File: config.mk
export PLATFORM = sky130hd
export DESIGN_NAME = piecewise_linear_table_interpolator
export DESIGN_NICKNAME = d
export VERILOG_FILES = /design/src/plti_pkg.sv /design/src/plti_table_mem.sv /design/src/plti_muldiv.sv /design/src/piecewise_linear_table_interpolator.sv
export SDC_FILE = /design/constraint.sdc
export NUM_CORES = 2
export LEC_CHECK = 0
export ABC_AREA = 1
export ABC_CLOCK_PERIOD_IN_PS = 11880
export BUFFER_PORTS_ARGS = -buffer_cell sky130_fd_sc_hd__clkbuf_2
export CAP_MARGIN = 5
export CORE_ASPECT_RATIO = 0.8
export CORE_MARGIN = 2
export CORE_UTILIZATION = 45
export CTS_CLUSTER_DIAMETER = 50
export CTS_CLUSTER_SIZE = 24
export DETAILED_ROUTE_END_ITERATION = 16
export SLEW_MARGIN = 10
export SYNTH_ARGS = -nofsm -noshare
export SYNTH_HDL_FRONTEND = slang
export SYNTH_SLANG_ARGS = --single-unit
export TNS_END_PERCENT = 10
File: constraint.sdc
create_clock -name aclk -period 11.88 [get_ports aclk]
set_input_delay 2.376 -clock aclk [delete_from_list [all_inputs] [get_ports aclk]]
set_output_delay 2.376 -clock aclk [all_outputs]
set_load 0.02 [all_outputs]
File: src/plti_pkg.sv
`timescale 1ns / 1ps
// ----------------------------------------------------------------------------
// plti_pkg: shared types and constants for the table interpolator
// Item layouts, status and opcode codes, and the sequencer state encodings.
// ----------------------------------------------------------------------------
package plti_pkg;

    localparam int FIELD_W     = 32;   // width of x, y and result fields
    localparam int INDEX_W     = 4;    // point_index field width
    localparam int STATUS_W    = 2;
    localparam int CFG_W       = 5;    // points_in_use register width

    localparam int DEF_MAX_POINTS  = 16;
    localparam int DEF_VALUE_WIDTH = 32;

    localparam logic [CFG_W-1:0] POINTS_RESET = 5'd2;

    localparam logic OP_WRITE = 1'b0;
    localparam logic OP_EVAL  = 1'b1;

    localparam logic [STATUS_W-1:0] STATUS_INSIDE  = 2'd0;
    localparam logic [STATUS_W-1:0] STATUS_CLAMPED = 2'd1;
    localparam logic [STATUS_W-1:0] STATUS_WRITE   = 2'd2;

    typedef struct packed {
        logic                      opcode;
        logic [INDEX_W-1:0]        point_index;
        logic signed [FIELD_W-1:0] x_value;
        logic signed [FIELD_W-1:0] y_value;
    } in_item_t;

    typedef struct packed {
        logic signed [FIELD_W-1:0] y_result;
        logic [STATUS_W-1:0]       status;
    } out_item_t;

    // top level sequencer
    typedef enum logic [3:0] {
        ST_IDLE,
        ST_FIRST,
        ST_LAST,
        ST_SCAN,
        ST_SETUP,
        ST_START,
        ST_WAIT,
        ST_DONE
    } seq_state_t;

    // shared multiply / divide unit
    typedef enum logic [1:0] {
        MD_IDLE,
        MD_MUL,
        MD_CAP,
        MD_DIV
    } md_state_t;

endpackage

File: src/plti_table_mem.sv
`timescale 1ns / 1ps
// ----------------------------------------------------------------------------
// plti_table_mem: breakpoint table storage
// One write port, one read port with registered read data. No reset.
// ----------------------------------------------------------------------------
module plti_table_mem #(
    parameter int DEPTH = 16,
    parameter int AW    = 4,
    parameter int DW    = 64
) (
    input  logic          aclk,
    input  logic          wr_en,
    input  logic [AW-1:0] wr_addr,
    input  logic [DW-1:0] wr_data,
    input  logic [AW-1:0] rd_addr,
    output logic [DW-1:0] rd_data
);

    logic [DW-1:0] mem [DEPTH];

    always_ff @(posedge aclk) begin
        if (wr_en) begin
            mem[wr_addr] <= wr_data;
        end
    end

    always_ff @(posedge aclk) begin
        rd_data <= mem[rd_addr];
    end

endmodule

File: src/plti_muldiv.sv
`timescale 1ns / 1ps
// ----------------------------------------------------------------------------
// plti_muldiv: iterative (a*b)/d on unsigned magnitudes
// One shared adder does shift-add multiply, an overflow check, then
// restoring division. Quotients of 2^MW or more are reported as 2^MW.
// ----------------------------------------------------------------------------
module plti_muldiv
    import plti_pkg::*;
#(
    parameter int MW = 33
) (
    input  logic          aclk,
    input  logic          aresetn,
    input  logic          start,
    input  logic [MW-1:0] mcand,     // |dy|
    input  logic [MW-1:0] mplier,    // |x - xlo|
    input  logic [MW-1:0] divisor,   // |dx|, nonzero
    output logic          done,
    output logic [MW:0]   quotient
);

    localparam int CNTW = $clog2(MW);

    md_state_t       state_reg, state_next;
    logic [MW-1:0]   mcand_reg, mcand_next;
    logic [MW-1:0]   dvsr_reg, dvsr_next;
    logic [MW-1:0]   hi_reg, hi_next;
    logic [MW-1:0]   lo_reg, lo_next;
    logic [CNTW-1:0] cnt_reg, cnt_next;
    logic            cap_reg, cap_next;
    logic            done_reg, done_next;

    // shared adder
    logic [MW:0]     add_a, add_b;
    logic            add_cin;
    logic [MW+1:0]   add_sum;
    logic [MW:0]     div_t;

    assign add_sum = {1'b0, add_a} + {1'b0, add_b} + (MW+2)'(add_cin);
    assign div_t   = {hi_reg, lo_reg[MW-1]};

    always_ff @(posedge aclk) begin
        if (!aresetn) begin
            state_reg <= MD_IDLE;
            done_reg  <= 1'b0;
        end else begin
            state_reg <= state_next;
            done_reg  <= done_next;
        end
    end

    always_ff @(posedge aclk) begin
        mcand_reg <= mcand_next;
        dvsr_reg  <= dvsr_next;
        hi_reg    <= hi_next;
        lo_reg    <= lo_next;
        cnt_reg   <= cnt_next;
        cap_reg   <= cap_next;
    end

    always_comb begin
        state_next = state_reg;
        mcand_next = mcand_reg;
        dvsr_next  = dvsr_reg;
        hi_next    = hi_reg;
        lo_next    = lo_reg;
        cnt_next   = cnt_reg;
        cap_next   = cap_reg;
        done_next  = 1'b0;
        add_a      = {1'b0, hi_reg};
        add_b      = '0;
        add_cin    = 1'b0;

        unique case (state_reg)
            MD_IDLE: begin
                if (start) begin
                    mcand_next = mcand;
                    dvsr_next  = divisor;
                    hi_next    = '0;
                    lo_next    = mplier;
                    cnt_next   = CNTW'(MW - 1);
                    cap_next   = 1'b0;
                    state_next = MD_MUL;
                end
            end
            MD_MUL: begin
                add_b   = lo_reg[0] ? {1'b0, mcand_reg} : '0;
                hi_next = add_sum[MW:1];
                lo_next = {add_sum[0], lo_reg[MW-1:1]};
                cnt_next = cnt_reg - 1'b1;
                if (cnt_reg == '0) begin
                    state_next = MD_CAP;
                end
            end
            MD_CAP: begin
                // upper product half >= divisor means quotient >= 2^MW
                add_b   = ~{1'b0, dvsr_reg};
                add_cin = 1'b1;
                cnt_next = CNTW'(MW - 1);
                if (add_sum[MW+1]) begin
                    cap_next   = 1'b1;
                    done_next  = 1'b1;
                    state_next = MD_IDLE;
                end else begin
                    state_next = MD_DIV;
                end
            end
            MD_DIV: begin
                add_a   = div_t;
                add_b   = ~{1'b0, dvsr_reg};
                add_cin = 1'b1;
                hi_next = add_sum[MW+1] ? add_sum[MW-1:0] : div_t[MW-1:0];
                lo_next = {lo_reg[MW-2:0], add_sum[MW+1]};
                cnt_next = cnt_reg - 1'b1;
                if (cnt_reg == '0) begin
                    done_next  = 1'b1;
                    state_next = MD_IDLE;
                end
            end
            default: begin
                state_next = MD_IDLE;
            end
        endcase
    end

    assign done     = done_reg;
    assign quotient = cap_reg ? {1'b1, {MW{1'b0}}} : {1'b0, lo_reg};

    // partial remainder always stays below the divisor
    a_rem_below_dvsr: assert property (@(posedge aclk) disable iff (!aresetn)
        (state_reg == MD_DIV) |-> (hi_reg < dvsr_reg))
        else $error("partial remainder not below divisor");

    a_start_when_idle: assert property (@(posedge aclk) disable iff (!aresetn)
        start |-> (state_reg == MD_IDLE))
        else $error("muldiv started while busy");

endmodule

File: src/piecewise_linear_table_interpolator.sv
`timescale 1ns / 1ps
// ----------------------------------------------------------------------------
// piecewise_linear_table_interpolator: breakpoint table with linear interp
// Stores up to MAX_POINTS (x, y) breakpoints and evaluates
// ylo + (yhi - ylo) * (x - xlo) / (xhi - xlo) on request.
// ----------------------------------------------------------------------------
// Usage:
//   s_valid/s_ready/s_data carry one item in. opcode OP_WRITE stores
//   (x_value, y_value) at point_index (an index >= MAX_POINTS is dropped)
//   and answers STATUS_WRITE with a zero result. OP_EVAL interpolates at
//   x_value over the first points_in_use breakpoints (x rising).
//   x outside the table returns the end y with STATUS_CLAMPED.
//   m_valid/m_ready/m_data carry one result item out per input item.
//   cfg_wr_en/cfg_wr_data set points_in_use (clamped to 2..MAX_POINTS);
//   write it only while the block is idle.
// Flow (MW = VALUE_WIDTH + 1, VALUE_WIDTH capped at 32): a write item goes
//   straight to ST_DONE. An eval below the table ends in ST_FIRST, one
//   above it in ST_LAST. An interior eval scans for the upper breakpoint,
//   then multiplies, checks for overflow and divides (an overflowing
//   quotient skips the divide, a zero-width segment the whole muldiv). The
//   shift-add multiply and restoring divide (MW steps each, one shared adder)
//   dominate; s_ready stays low while an item is at work, back with m_valid.
// Reset: control clears, points_in_use returns to 2; table contents are
//   undefined until written.
// Stall: a finished result sits in the output register; the next item may
//   be accepted meanwhile, but its result waits until the register frees.
// ----------------------------------------------------------------------------
module piecewise_linear_table_interpolator
    import plti_pkg::*;
#(
    parameter int MAX_POINTS  = DEF_MAX_POINTS,
    parameter int VALUE_WIDTH = DEF_VALUE_WIDTH
) (
    input  logic             aclk,
    input  logic             aresetn,
    // input items
    input  logic             s_valid,
    output logic             s_ready,
    input  in_item_t         s_data,
    // result items
    output logic             m_valid,
    input  logic             m_ready,
    output out_item_t        m_data,
    // configuration
    input  logic             cfg_wr_en,
    input  logic [CFG_W-1:0] cfg_wr_data
);

    // effective value width: never wider than the 32-bit fields
    localparam int VW = (VALUE_WIDTH < FIELD_W) ? VALUE_WIDTH : FIELD_W;
    localparam int MW = VW + 1;              // differences and magnitudes
    localparam int SW = MW + 2;              // final sum before saturation
    localparam int AW = (MAX_POINTS > 1) ? $clog2(MAX_POINTS) : 1;
    localparam int NB = $clog2(MAX_POINTS + 1);
    localparam int NW = (NB > CFG_W) ? NB : CFG_W;
    localparam int DW = 2 * VW;

    localparam logic signed [SW-1:0] SAT_MAX = SW'((64'sd1 <<< (VW - 1)) - 64'sd1);
    localparam logic signed [SW-1:0] SAT_MIN = SW'(-(64'sd1 <<< (VW - 1)));

    // ------------------------------------------------------------------
    // state
    // ------------------------------------------------------------------
    seq_state_t              state_reg, state_next;
    logic [CFG_W-1:0]        piu_reg;
    logic signed [VW-1:0]    x_reg, x_next;
    logic signed [VW-1:0]    lo_x_reg, lo_x_next;
    logic signed [VW-1:0]    lo_y_reg, lo_y_next;
    logic signed [VW-1:0]    hi_x_reg, hi_x_next;
    logic signed [VW-1:0]    hi_y_reg, hi_y_next;
    logic [AW-1:0]           idx_reg, idx_next;
    logic signed [MW-1:0]    dx_reg, dx_next;
    logic signed [MW-1:0]    dy_reg, dy_next;
    logic signed [MW-1:0]    off_reg, off_next;
    logic                    neg_reg, neg_next;
    logic signed [VW-1:0]    res_reg, res_next;
    logic [STATUS_W-1:0]     status_reg, status_next;
    logic                    m_valid_reg, m_valid_next;
    out_item_t               m_data_reg, m_data_next;

    // ------------------------------------------------------------------
    // table and shared arithmetic unit
    // ------------------------------------------------------------------
    logic                    mem_we;
    logic [AW-1:0]           mem_waddr;
    logic [AW-1:0]           rd_addr;
    logic [DW-1:0]           rd_data;
    logic signed [VW-1:0]    rd_x, rd_y;
    logic                    write_ok;

    logic                    md_start;
    logic                    md_done;
    logic [MW:0]             md_q;
    logic [MW-1:0]           mag_dx, mag_dy, mag_off;

    logic [NW-1:0]           piu_ext, n_eff;
    logic [AW-1:0]           last_idx;
    logic signed [SW-1:0]    ylo_ext, q_ext, sum;

    assign mem_waddr = AW'(s_data.point_index);
    assign write_ok  = (32'(s_data.point_index) < 32'(MAX_POINTS));
    assign rd_x      = rd_data[DW-1:VW];
    assign rd_y      = rd_data[VW-1:0];

    plti_table_mem #(
        .DEPTH (MAX_POINTS),
        .AW    (AW),
        .DW    (DW)
    ) u_mem (
        .aclk    (aclk),
        .wr_en   (mem_we),
        .wr_addr (mem_waddr),
        .wr_data ({s_data.x_value[VW-1:0], s_data.y_value[VW-1:0]}),
        .rd_addr (rd_addr),
        .rd_data (rd_data)
    );

    // magnitudes; -2^VW maps to 2^VW, which still fits MW unsigned bits
    assign mag_dx  = dx_reg[MW-1]  ? MW'(-dx_reg)  : MW'(dx_reg);
    assign mag_dy  = dy_reg[MW-1]  ? MW'(-dy_reg)  : MW'(dy_reg);
    assign mag_off = off_reg[MW-1] ? MW'(-off_reg) : MW'(off_reg);

    plti_muldiv #(
        .MW (MW)
    ) u_muldiv (
        .aclk     (aclk),
        .aresetn  (aresetn),
        .start    (md_start),
        .mcand    (mag_dy),
        .mplier   (mag_off),
        .divisor  (mag_dx),
        .done     (md_done),
        .quotient (md_q)
    );

    // point count clamped to 2..MAX_POINTS
    assign piu_ext = NW'(piu_reg);
    always_comb begin
        priority if (piu_ext < NW'(2)) begin
            n_eff = NW'(2);
        end else if (piu_ext > NW'(MAX_POINTS)) begin
            n_eff = NW'(MAX_POINTS);
        end else begin
            n_eff = piu_ext;
        end
    end
    assign last_idx = AW'(n_eff - NW'(1));

    // final sum; a capped quotient already lies outside the value range
    assign ylo_ext = SW'(lo_y_reg);
    assign q_ext   = $signed({1'b0, md_q});
    assign sum     = neg_reg ? (ylo_ext - q_ext) : (ylo_ext + q_ext);

    // ------------------------------------------------------------------
    // registers
    // ------------------------------------------------------------------
    always_ff @(posedge aclk) begin
        if (!aresetn) begin
            state_reg   <= ST_IDLE;
            piu_reg     <= POINTS_RESET;
            m_valid_reg <= 1'b0;
        end else begin
            state_reg   <= state_next;
            m_valid_reg <= m_valid_next;
            if (cfg_wr_en) begin
                piu_reg <= cfg_wr_data;
            end
        end
    end

    always_ff @(posedge aclk) begin
        x_reg      <= x_next;
        lo_x_reg   <= lo_x_next;
        lo_y_reg   <= lo_y_next;
        hi_x_reg   <= hi_x_next;
        hi_y_reg   <= hi_y_next;
        idx_reg    <= idx_next;
        dx_reg     <= dx_next;
        dy_reg     <= dy_next;
        off_reg    <= off_next;
        neg_reg    <= neg_next;
        res_reg    <= res_next;
        status_reg <= status_next;
        m_data_reg <= m_data_next;
    end

    // ------------------------------------------------------------------
    // sequencer: clamp checks, linear segment scan, then muldiv
    // ------------------------------------------------------------------
    always_comb begin
        state_next   = state_reg;
        x_next       = x_reg;
        lo_x_next    = lo_x_reg;
        lo_y_next    = lo_y_reg;
        hi_x_next    = hi_x_reg;
        hi_y_next    = hi_y_reg;
        idx_next     = idx_reg;
        dx_next      = dx_reg;
        dy_next      = dy_reg;
        off_next     = off_reg;
        neg_next     = neg_reg;
        res_next     = res_reg;
        status_next  = status_reg;
        m_valid_next = m_valid_reg && !m_ready;
        m_data_next  = m_data_reg;
        mem_we       = 1'b0;
        rd_addr      = '0;
        md_start     = 1'b0;

        unique case (state_reg)
            ST_IDLE: begin
                if (s_valid) begin
                    if (s_data.opcode == OP_WRITE) begin
                        mem_we      = write_ok;
                        res_next    = '0;
                        status_next = STATUS_WRITE;
                        state_next  = ST_DONE;
                    end else begin
                        x_next     = s_data.x_value[VW-1:0];
                        state_next = ST_FIRST;   // entry 0 read this cycle
                    end
                end
            end
            ST_FIRST: begin
                lo_x_next = rd_x;
                lo_y_next = rd_y;
                if (x_reg < rd_x) begin
                    res_next    = rd_y;
                    status_next = STATUS_CLAMPED;
                    state_next  = ST_DONE;
                end else begin
                    rd_addr    = last_idx;
                    state_next = ST_LAST;
                end
            end
            ST_LAST: begin
                if (x_reg > rd_x) begin
                    res_next    = rd_y;
                    status_next = STATUS_CLAMPED;
                    state_next  = ST_DONE;
                end else begin
                    rd_addr    = AW'(1);
                    idx_next   = AW'(1);
                    state_next = ST_SCAN;
                end
            end
            ST_SCAN: begin
                // first x above the argument, or the last segment
                if ((rd_x > x_reg) || (idx_reg == last_idx)) begin
                    hi_x_next  = rd_x;
                    hi_y_next  = rd_y;
                    state_next = ST_SETUP;
                end else begin
                    lo_x_next = rd_x;
                    lo_y_next = rd_y;
                    idx_next  = idx_reg + 1'b1;
                    rd_addr   = idx_reg + 1'b1;
                end
            end
            ST_SETUP: begin
                dx_next    = MW'(hi_x_reg) - MW'(lo_x_reg);
                dy_next    = MW'(hi_y_reg) - MW'(lo_y_reg);
                off_next   = MW'(x_reg) - MW'(lo_x_reg);
                state_next = ST_START;
            end
            ST_START: begin
                status_next = STATUS_INSIDE;
                if (dx_reg == '0) begin
                    // zero-width segment gives ylo
                    res_next   = lo_y_reg;
                    state_next = ST_DONE;
                end else begin
                    neg_next   = dy_reg[MW-1] ^ off_reg[MW-1] ^ dx_reg[MW-1];
                    md_start   = 1'b1;
                    state_next = ST_WAIT;
                end
            end
            ST_WAIT: begin
                if (md_done) begin
                    priority if (sum > SAT_MAX) begin
                        res_next = VW'(SAT_MAX);
                    end else if (sum < SAT_MIN) begin
                        res_next = VW'(SAT_MIN);
                    end else begin
                        res_next = VW'(sum);
                    end
                    state_next = ST_DONE;
                end
            end
            ST_DONE: begin
                if (!m_valid_reg || m_ready) begin
                    m_data_next.y_result = FIELD_W'(res_reg);
                    m_data_next.status   = status_reg;
                    m_valid_next         = 1'b1;
                    state_next           = ST_IDLE;
                end
            end
            default: begin
                state_next = ST_IDLE;
            end
        endcase
    end

    assign s_ready = (state_reg == ST_IDLE);
    assign m_valid = m_valid_reg;
    assign m_data  = m_data_reg;

    // ------------------------------------------------------------------
    // assertions
    // ------------------------------------------------------------------
    a_busy_after_accept: assert property (@(posedge aclk) disable iff (!aresetn)
        (s_valid && s_ready) |=> !s_ready)
        else $error("ready still high after an item was taken");

    a_write_result_zero: assert property (@(posedge aclk) disable iff (!aresetn)
        (m_valid && (m_data.status == STATUS_WRITE)) |-> (m_data.y_result == '0))
        else $error("write item returned a nonzero result");

    a_scan_in_range: assert property (@(posedge aclk) disable iff (!aresetn)
        (state_reg == ST_SCAN) |-> (idx_reg <= last_idx))
        else $error("segment scan ran past the last breakpoint");

endmodule

-- Word-level counts from Yosys, hierarchy flattened
Memories as Yosys holds them, arrays and structs flattened. A register that Yosys moved wholly into a read port is not among the register bits.
Cells that the tools add are included.
- bits of input ports: 79
- memory bits (writable): 1024
- logic and storage cells: 179
- memories kept: 1
- bits in registers: 484
- output and inout port bits: 36
- equal/unequal tests: 25
- add/subtract/negate cells: 13
- bitwise gates (word level): 4
- $lt $le $gt $ge: 7
- multiplexer cells: 72
- reductions and logical operators: 30
- memories (name ; words ; width ; rd ports ; clocked after memory_dff ; write ports ; line ; source):
    u_mem.mem ; 16 ; 64 ; 1 ; 1 ; 1 ; plti_table_mem.sv:19 ; logic [DW-1:0] mem [DEPTH];
- operator list (cell ; number):
    $mux W32 ; 12
    $pmux W33 S3 ; 2
    $mux W33 ; 5
    $pmux W32 S5 ; 1
    $pmux W32 S2 ; 2
    $neg A33 Y33 ; 3
    $sub A32 B32 Y33 ; 3
    $mux W34 ; 2
    $pmux W34 S2 ; 1
    $gt A32 B32 Y1 ; 2
    $mux W4 ; 10
    $add A32 B35 Y35 ; 1
    $add A34 B34 Y35 ; 1
    $add A35 B1 Y35 ; 1
    $gt A35 B32 Y1 const B ; 1
    $lt A35 B32 Y1 const B ; 1
    $mux W35 ; 1
    $sub A32 B35 Y35 ; 1
    $not A33 Y34 ; 1
    $logic_not A33 Y1 ; 1
    $lt A32 B32 Y1 ; 1
    $pmux W4 S8 ; 1
    $ne A2 B2 Y1 const B ; 10
    $pmux W6 S3 ; 1
    38 further kinds ; 86

-- Depth between registers and ports, before layout
- word-level depth: 8
- gate-level depth with buffers: 30
- mapped depth without buffers: 29

-- Hierarchy
A second synthesis with hierarchy kept.
- cells, all modules: 7964
- area, all modules: 77192.8 sq um
- by module, submodules not included (module ; times used ; sequential area each (sq um) ; cells an instance ; area each (sq um)):
    plti_table_mem ; 1 ; 32030.7 ; 4210 ; 45285.9
    piecewise_linear_table_interpolator ; 1 ; 10149.7 ; 2596 ; 22736.8
    plti_muldiv ; 1 ; 4234.1 ; 1158 ; 9170.0

-- Worst setup path after synthesis
No wires, ideal clock.
- kind: register to register
- start: reg dx_reg[0]
- end: reg u_muldiv.cap_reg (enable)
- cell stages (with the launch flop): 21
- slack: 4.806 ns
- path buffers: 0
- required time: 11.570 ns
- setup time: 0.310 ns
- period minus slack after synthesis: 7.074 ns
- data arrival time: 6.764 ns
- cells stage by stage: edfxtp_1 > inv_1 > ha_1 > inv_1 > nor3_1 > nand2_1 > nor3_1 > nand2_1 > nor2_1 > nand3_1 > nor3_1 > nand2_1 > nor3_1 > nand3_1 > nor4_1 > ha_1 > nor2_1 > inv_1 > nor3_1 > inv_1 > nand2_1
- word-level cells in the longest chain between the ends: 5
- ends and longest elaborated chain (what ; line ; source):
    start: declaration ; piecewise_linear_table_interpolator.sv:72 ; logic signed [MW-1:0] dx_reg, dx_next;
    start signal: assignment ; piecewise_linear_table_interpolator.sv:178 ; dx_reg <= dx_next;
    $logic_not A33 Y1 ; piecewise_linear_table_interpolator.sv:268 ; if (dx_reg == '0) begin
    $mux W1 ; piecewise_linear_table_interpolator.sv:268 ;
    $mux W1 ; piecewise_linear_table_interpolator.sv:210 ; unique case (state_reg)
    net md_start ; piecewise_linear_table_interpolator.sv:91 ; logic md_start;
    $ne A2 B2 Y1 (no line) ; n/a ;
    $reduce_and A3 Y1 (no line) ; n/a ;
    end signal: assignment ; plti_muldiv.sv:58 ; cap_reg <= cap_next;
    end: declaration ; plti_muldiv.sv:30 ; logic cap_reg, cap_next;
The timed path passes the listed nets, and every way through them passes these cells.
A chain may end at the register's enable or synchronous reset.

-- Worst setup path in the final report
- start: reg piu_reg[3] (netlist: piu_ext[3])
- end: reg u_mem.rd_data[14] (read register of u_mem.mem)
- word-level cells in the longest chain between the ends: 8
- elaborated cells on any way between the ends: 10
- classes of those cells: 1 x add/sub; 2 x order compare; 1 x eq/ne; 5 x mux; 1 x reduce/logical
- ends and longest elaborated chain (what ; line ; source):
    start: declaration ; piecewise_linear_table_interpolator.sv:65 ; logic [CFG_W-1:0] piu_reg;
    start signal: assignment ; piecewise_linear_table_interpolator.sv:166 ; piu_reg <= cfg_wr_data;
    $gt A5 B5 Y1 ; piecewise_linear_table_interpolator.sv:141 ; end else if (piu_ext > NW'(MAX_POINTS)) begin
    $mux W4 ; piecewise_linear_table_interpolator.sv:141 ;
    $mux W4 * ; piecewise_linear_table_interpolator.sv:139 ; priority if (piu_ext < NW'(2)) begin
    $sub A4 B1 Y4 * ; piecewise_linear_table_interpolator.sv:147 ; assign last_idx = AW'(n_eff - NW'(1));
    $eq A4 B4 Y1 ; piecewise_linear_table_interpolator.sv:249 ; if ((rd_x > x_reg) || (idx_reg == last_idx)) begin
    $logic_or A1 B1 Y1 ; piecewise_linear_table_interpolator.sv:249 ;
    $mux W4 ; piecewise_linear_table_interpolator.sv:249 ;
    $pmux W4 S3 * ; piecewise_linear_table_interpolator.sv:210 ;
    end: declaration ; plti_table_mem.sv:16 ; output logic [DW-1:0] rd_data
Every way passes the cells marked *; elsewhere a longest branch is shown, timed or not.

==> impl_metrics.py <==
metrics = {
    "run_status": {
        "status": "completed",
    },
    "critical_path": {
        "path_buf_inv": 4,
        "cp_top_family": "buffers and inverters",
        "cp.required_ns": 12.56,
        "crit_path_max_incr_delay_ns": 0.89,
        "path_cells": "nor2_1, nand2_1, nand3_1, ha_1, xnor2_1, xor2_1, nor3_1, nand3_1, nand3_4, buf_4, buf_4, buf_4, buf_4, nand4_1, nand3_1, nand3_1, nand3_1, nand2_1",
        "cp_common_cell": "nand3_1",
        "path_class": "reg2reg",
        "startpoint_type": "flop",
        "arrival_ns": 7.28,
        "end_kind": "flop",
        "cpMaxStageDelayCell": "buf_4",
        "worstPathMaxFanout": 82,
    },
    "final_layout": {
        "area_growth_pct": 9.54,
        "drive_above_1_share_pct": 6.52,
        "n_fill_cell": 15600,
        "nNetsFinal": 8100,
        "largest_reg_flops": 1024,
    },
    "grt": {
        "grt_pass1_vias": 53800,
        "grt_overflow_total": 0,
        "antenna_found_initial": 20,
        "grt_pass1_wl_mm": 343,
        "grt_util_all_layers_pct": 25.5,
        "grt_max_degree": 178,
    },
    "timing": {
        "tightest_slew_ns": 1.19,
        "setup_tns_ns": 0,
        "period_minus_slack_ns": 6.60,
        "maxSlewViolCount": 0,
        "finalHoldViolCount": 0,
        "max_freq_mhz": 152,
        "fin_skew_ns": 0.0466,
        "fin_hold_ws_ns": 0.402,
        "finalWorstSetupSlack_ns": 5.28,
        "finalSetupViolations": 0,
        "timing.slew.headroom_pct": 20.5,
        "rsz0062_at_grt": "false",
        "finalCritPeriodShare_pct": 55.5,
    },
    "cts": {
        "htree_num_levels": 4,
        "clockBufferDepth": 3,
        "cts_post_setup_buffers_inserted": 0,
        "clk_latency_ns": 0.81,
        "cts.sinks": 1571,
        "cts_tree": "built",
        "cts-root-buf": "clkbuf_16",
        "post_cts_resized": 0,
        "postCtsHoldBufs": 0,
        "cts_made_buffers": 141,
        "clkTransAtPathRegs_ns": 0.08,
    },
    "floorplanning": {
        "ios": 115,
        "dieArea_mm2": 0.177,
        "fp.dieH_um": 376,
        "fp.dieW_um": 470,
        "rows": 136,
        "core_mm2": 0.172,
        "start_util_pct": 45.3,
    },
    "synthesis": {
        "syn_area_per_cell_um2": 9.93,
        "ys_ff_latch": 1571,
        "netlist_area_mm2": 0.0780,
        "synth_common_cells": "edfxtp_1 (1495), inv_1 (1473), nand2_1 (1114), nand3_1 (1048), nand4_1 (548)",
        "ys_seq_area_share_pct": 59.5,
        "synth.area.top_cells": "edfxtp_1 (58%), inv_1 (7.1%), nand3_1 (6.7%)",
        "synthFlopType": "edfxtp_1",
        "synth_most_common_cell": "edfxtp_1",
        "netlist_instances": 7860,
        "yosysTopAreaCell": "edfxtp_1",
        "synth_top_area_share_pct": 57.5,
        "syn_nets": 8149,
        "synth_edf_count": 1495,
        "synth_cell_types": 54,
        "ys_warn_count": 0,
        "synth_async_sr_flop_share_pct": 0,
    },
    "route": {
        "vias": 57100,
        "vias_per_cell": 5.59,
        "drc": 0,
        "drt_iter0_markers": 6150,
        "wirelength_mm": 229,
        "ant_nets": 0,
        "drt_pass1_iterations": 7,
        "wl_per_cell_um": 22.4,
    },
    "job": {
        "maxCapViolCount": 0,
    },
    "power_and_ir_drop": {
        "p_per_area_mw_per_mm2": 231,
        "irDropWorstVdd_uv": 233,
        "fin_total_pwr_uw": 19700,
        "power_leakage_uw": 0.0350,
    },
    "place": {
        "port_buffers": 114,
        "place.gp.congestion": 0.947,
        "pre_cts_ws_ns": 5.55,
        "hpwl_mm": 144,
    },
    "min_path": {
        "hp-class": "reg2reg",
    },
}
[layout make-up]
type / instances / area (um2) / area share, %
clock buffer: 153 / 3600 / 4.22
sequential: 1571 / 46400 / 54.3
inverter: 1483 / 5580 / 6.53
timing repair buffer: 202 / 1260 / 1.47
multi-input combinational: 4412 / 24500 / 28.6
tap: 2277 / 2850 / 3.33
clock inverter: 110 / 1290 / 1.51
antenna: 1 / 2.50 / 0.00293
[cell families (layout without fill, tap and decap cells)]
logic type / count (synthesis) / count (layout) / share of synthesized area, %
flip-flops: 1571 / 1571 / 59.5
adder cells (fa/ha/maj): 210 / 210 / 3.43
AND/OR/NAND/NOR: 3200 / 3200 / 19.3
other: 0 / 1 / 0
AO/OA/AOI/OAI: 740 / 740 / 5.38
XOR/XNOR: 262 / 262 / 2.94
buffers and inverters: 1877 / 1948 / 9.48
[per-layer routing]
layer	routed length [um]	global-route usage, %	vias to the layer above
met3	18200	3.90	312
met5	55	0	-
met1	104000	37.8	27700
met2	102000	39.4	2271
met4	4680	5.79	8
li1	-	-	26800
[path summary, 6_finish.rpt]
check,from,to,slack (ns),cells after the start
min,res_reg[1],m_data[3],0.40,0
max,piu_ext[3],u_mem.rd_data[14],5.28,18
max reg2reg,piu_ext[3],u_mem.rd_data[14],5.28,18
min reg2reg,res_reg[1],m_data[3],0.40,0
[layout by cell type, fill, tap and decap left out, drive strengths merged, types with 8 or more instances in the layout]
cell	netlist	layout
inv	1480	1532
edfxtp	1495	1495
nand2	1118	1118
nand3	1051	1051
nand4	549	549
nor2	362	362
o21ai	294	294
a21oi	271	271
clkbuf	146	267
ha	204	204
xor2	155	155
xnor2	107	107
buf	248	88
dfxtp	76	76
nor3	52	52
clkinv	3	46
o21bai	36	36
o21a	35	35
nand3b	33	33
o221ai	30	30
nor4	18	18
a31oi	14	14
or2	12	12
o22ai	10	10
o31ai	8	8
clkinvlp	0	8
[through the flow]
| step | std cells | cell area, um2 | util (%) |
|---|---|---|---|
| CTS | 10200 | 85500 | 49.7 |
| finish | 10200 | 85500 | 49.7 |
| global placement | 9945 | 80600 | 46.8 |
| global route | 10200 | 85500 | 49.7 |
| detailed placement | 9945 | 80600 | 46.8 |
| floorplan | 7860 | 78000 | - |
[report_power, final]
group	leakage, uW	internal [uW]	switching, uW
Combinational	0.0185	2180	5080
Sequential	0.0142	7080	538
Clock	0.00237	2490	2350
Total	0.0350	11800	7970
Note: power is estimated with default switching activity, not from simulation.
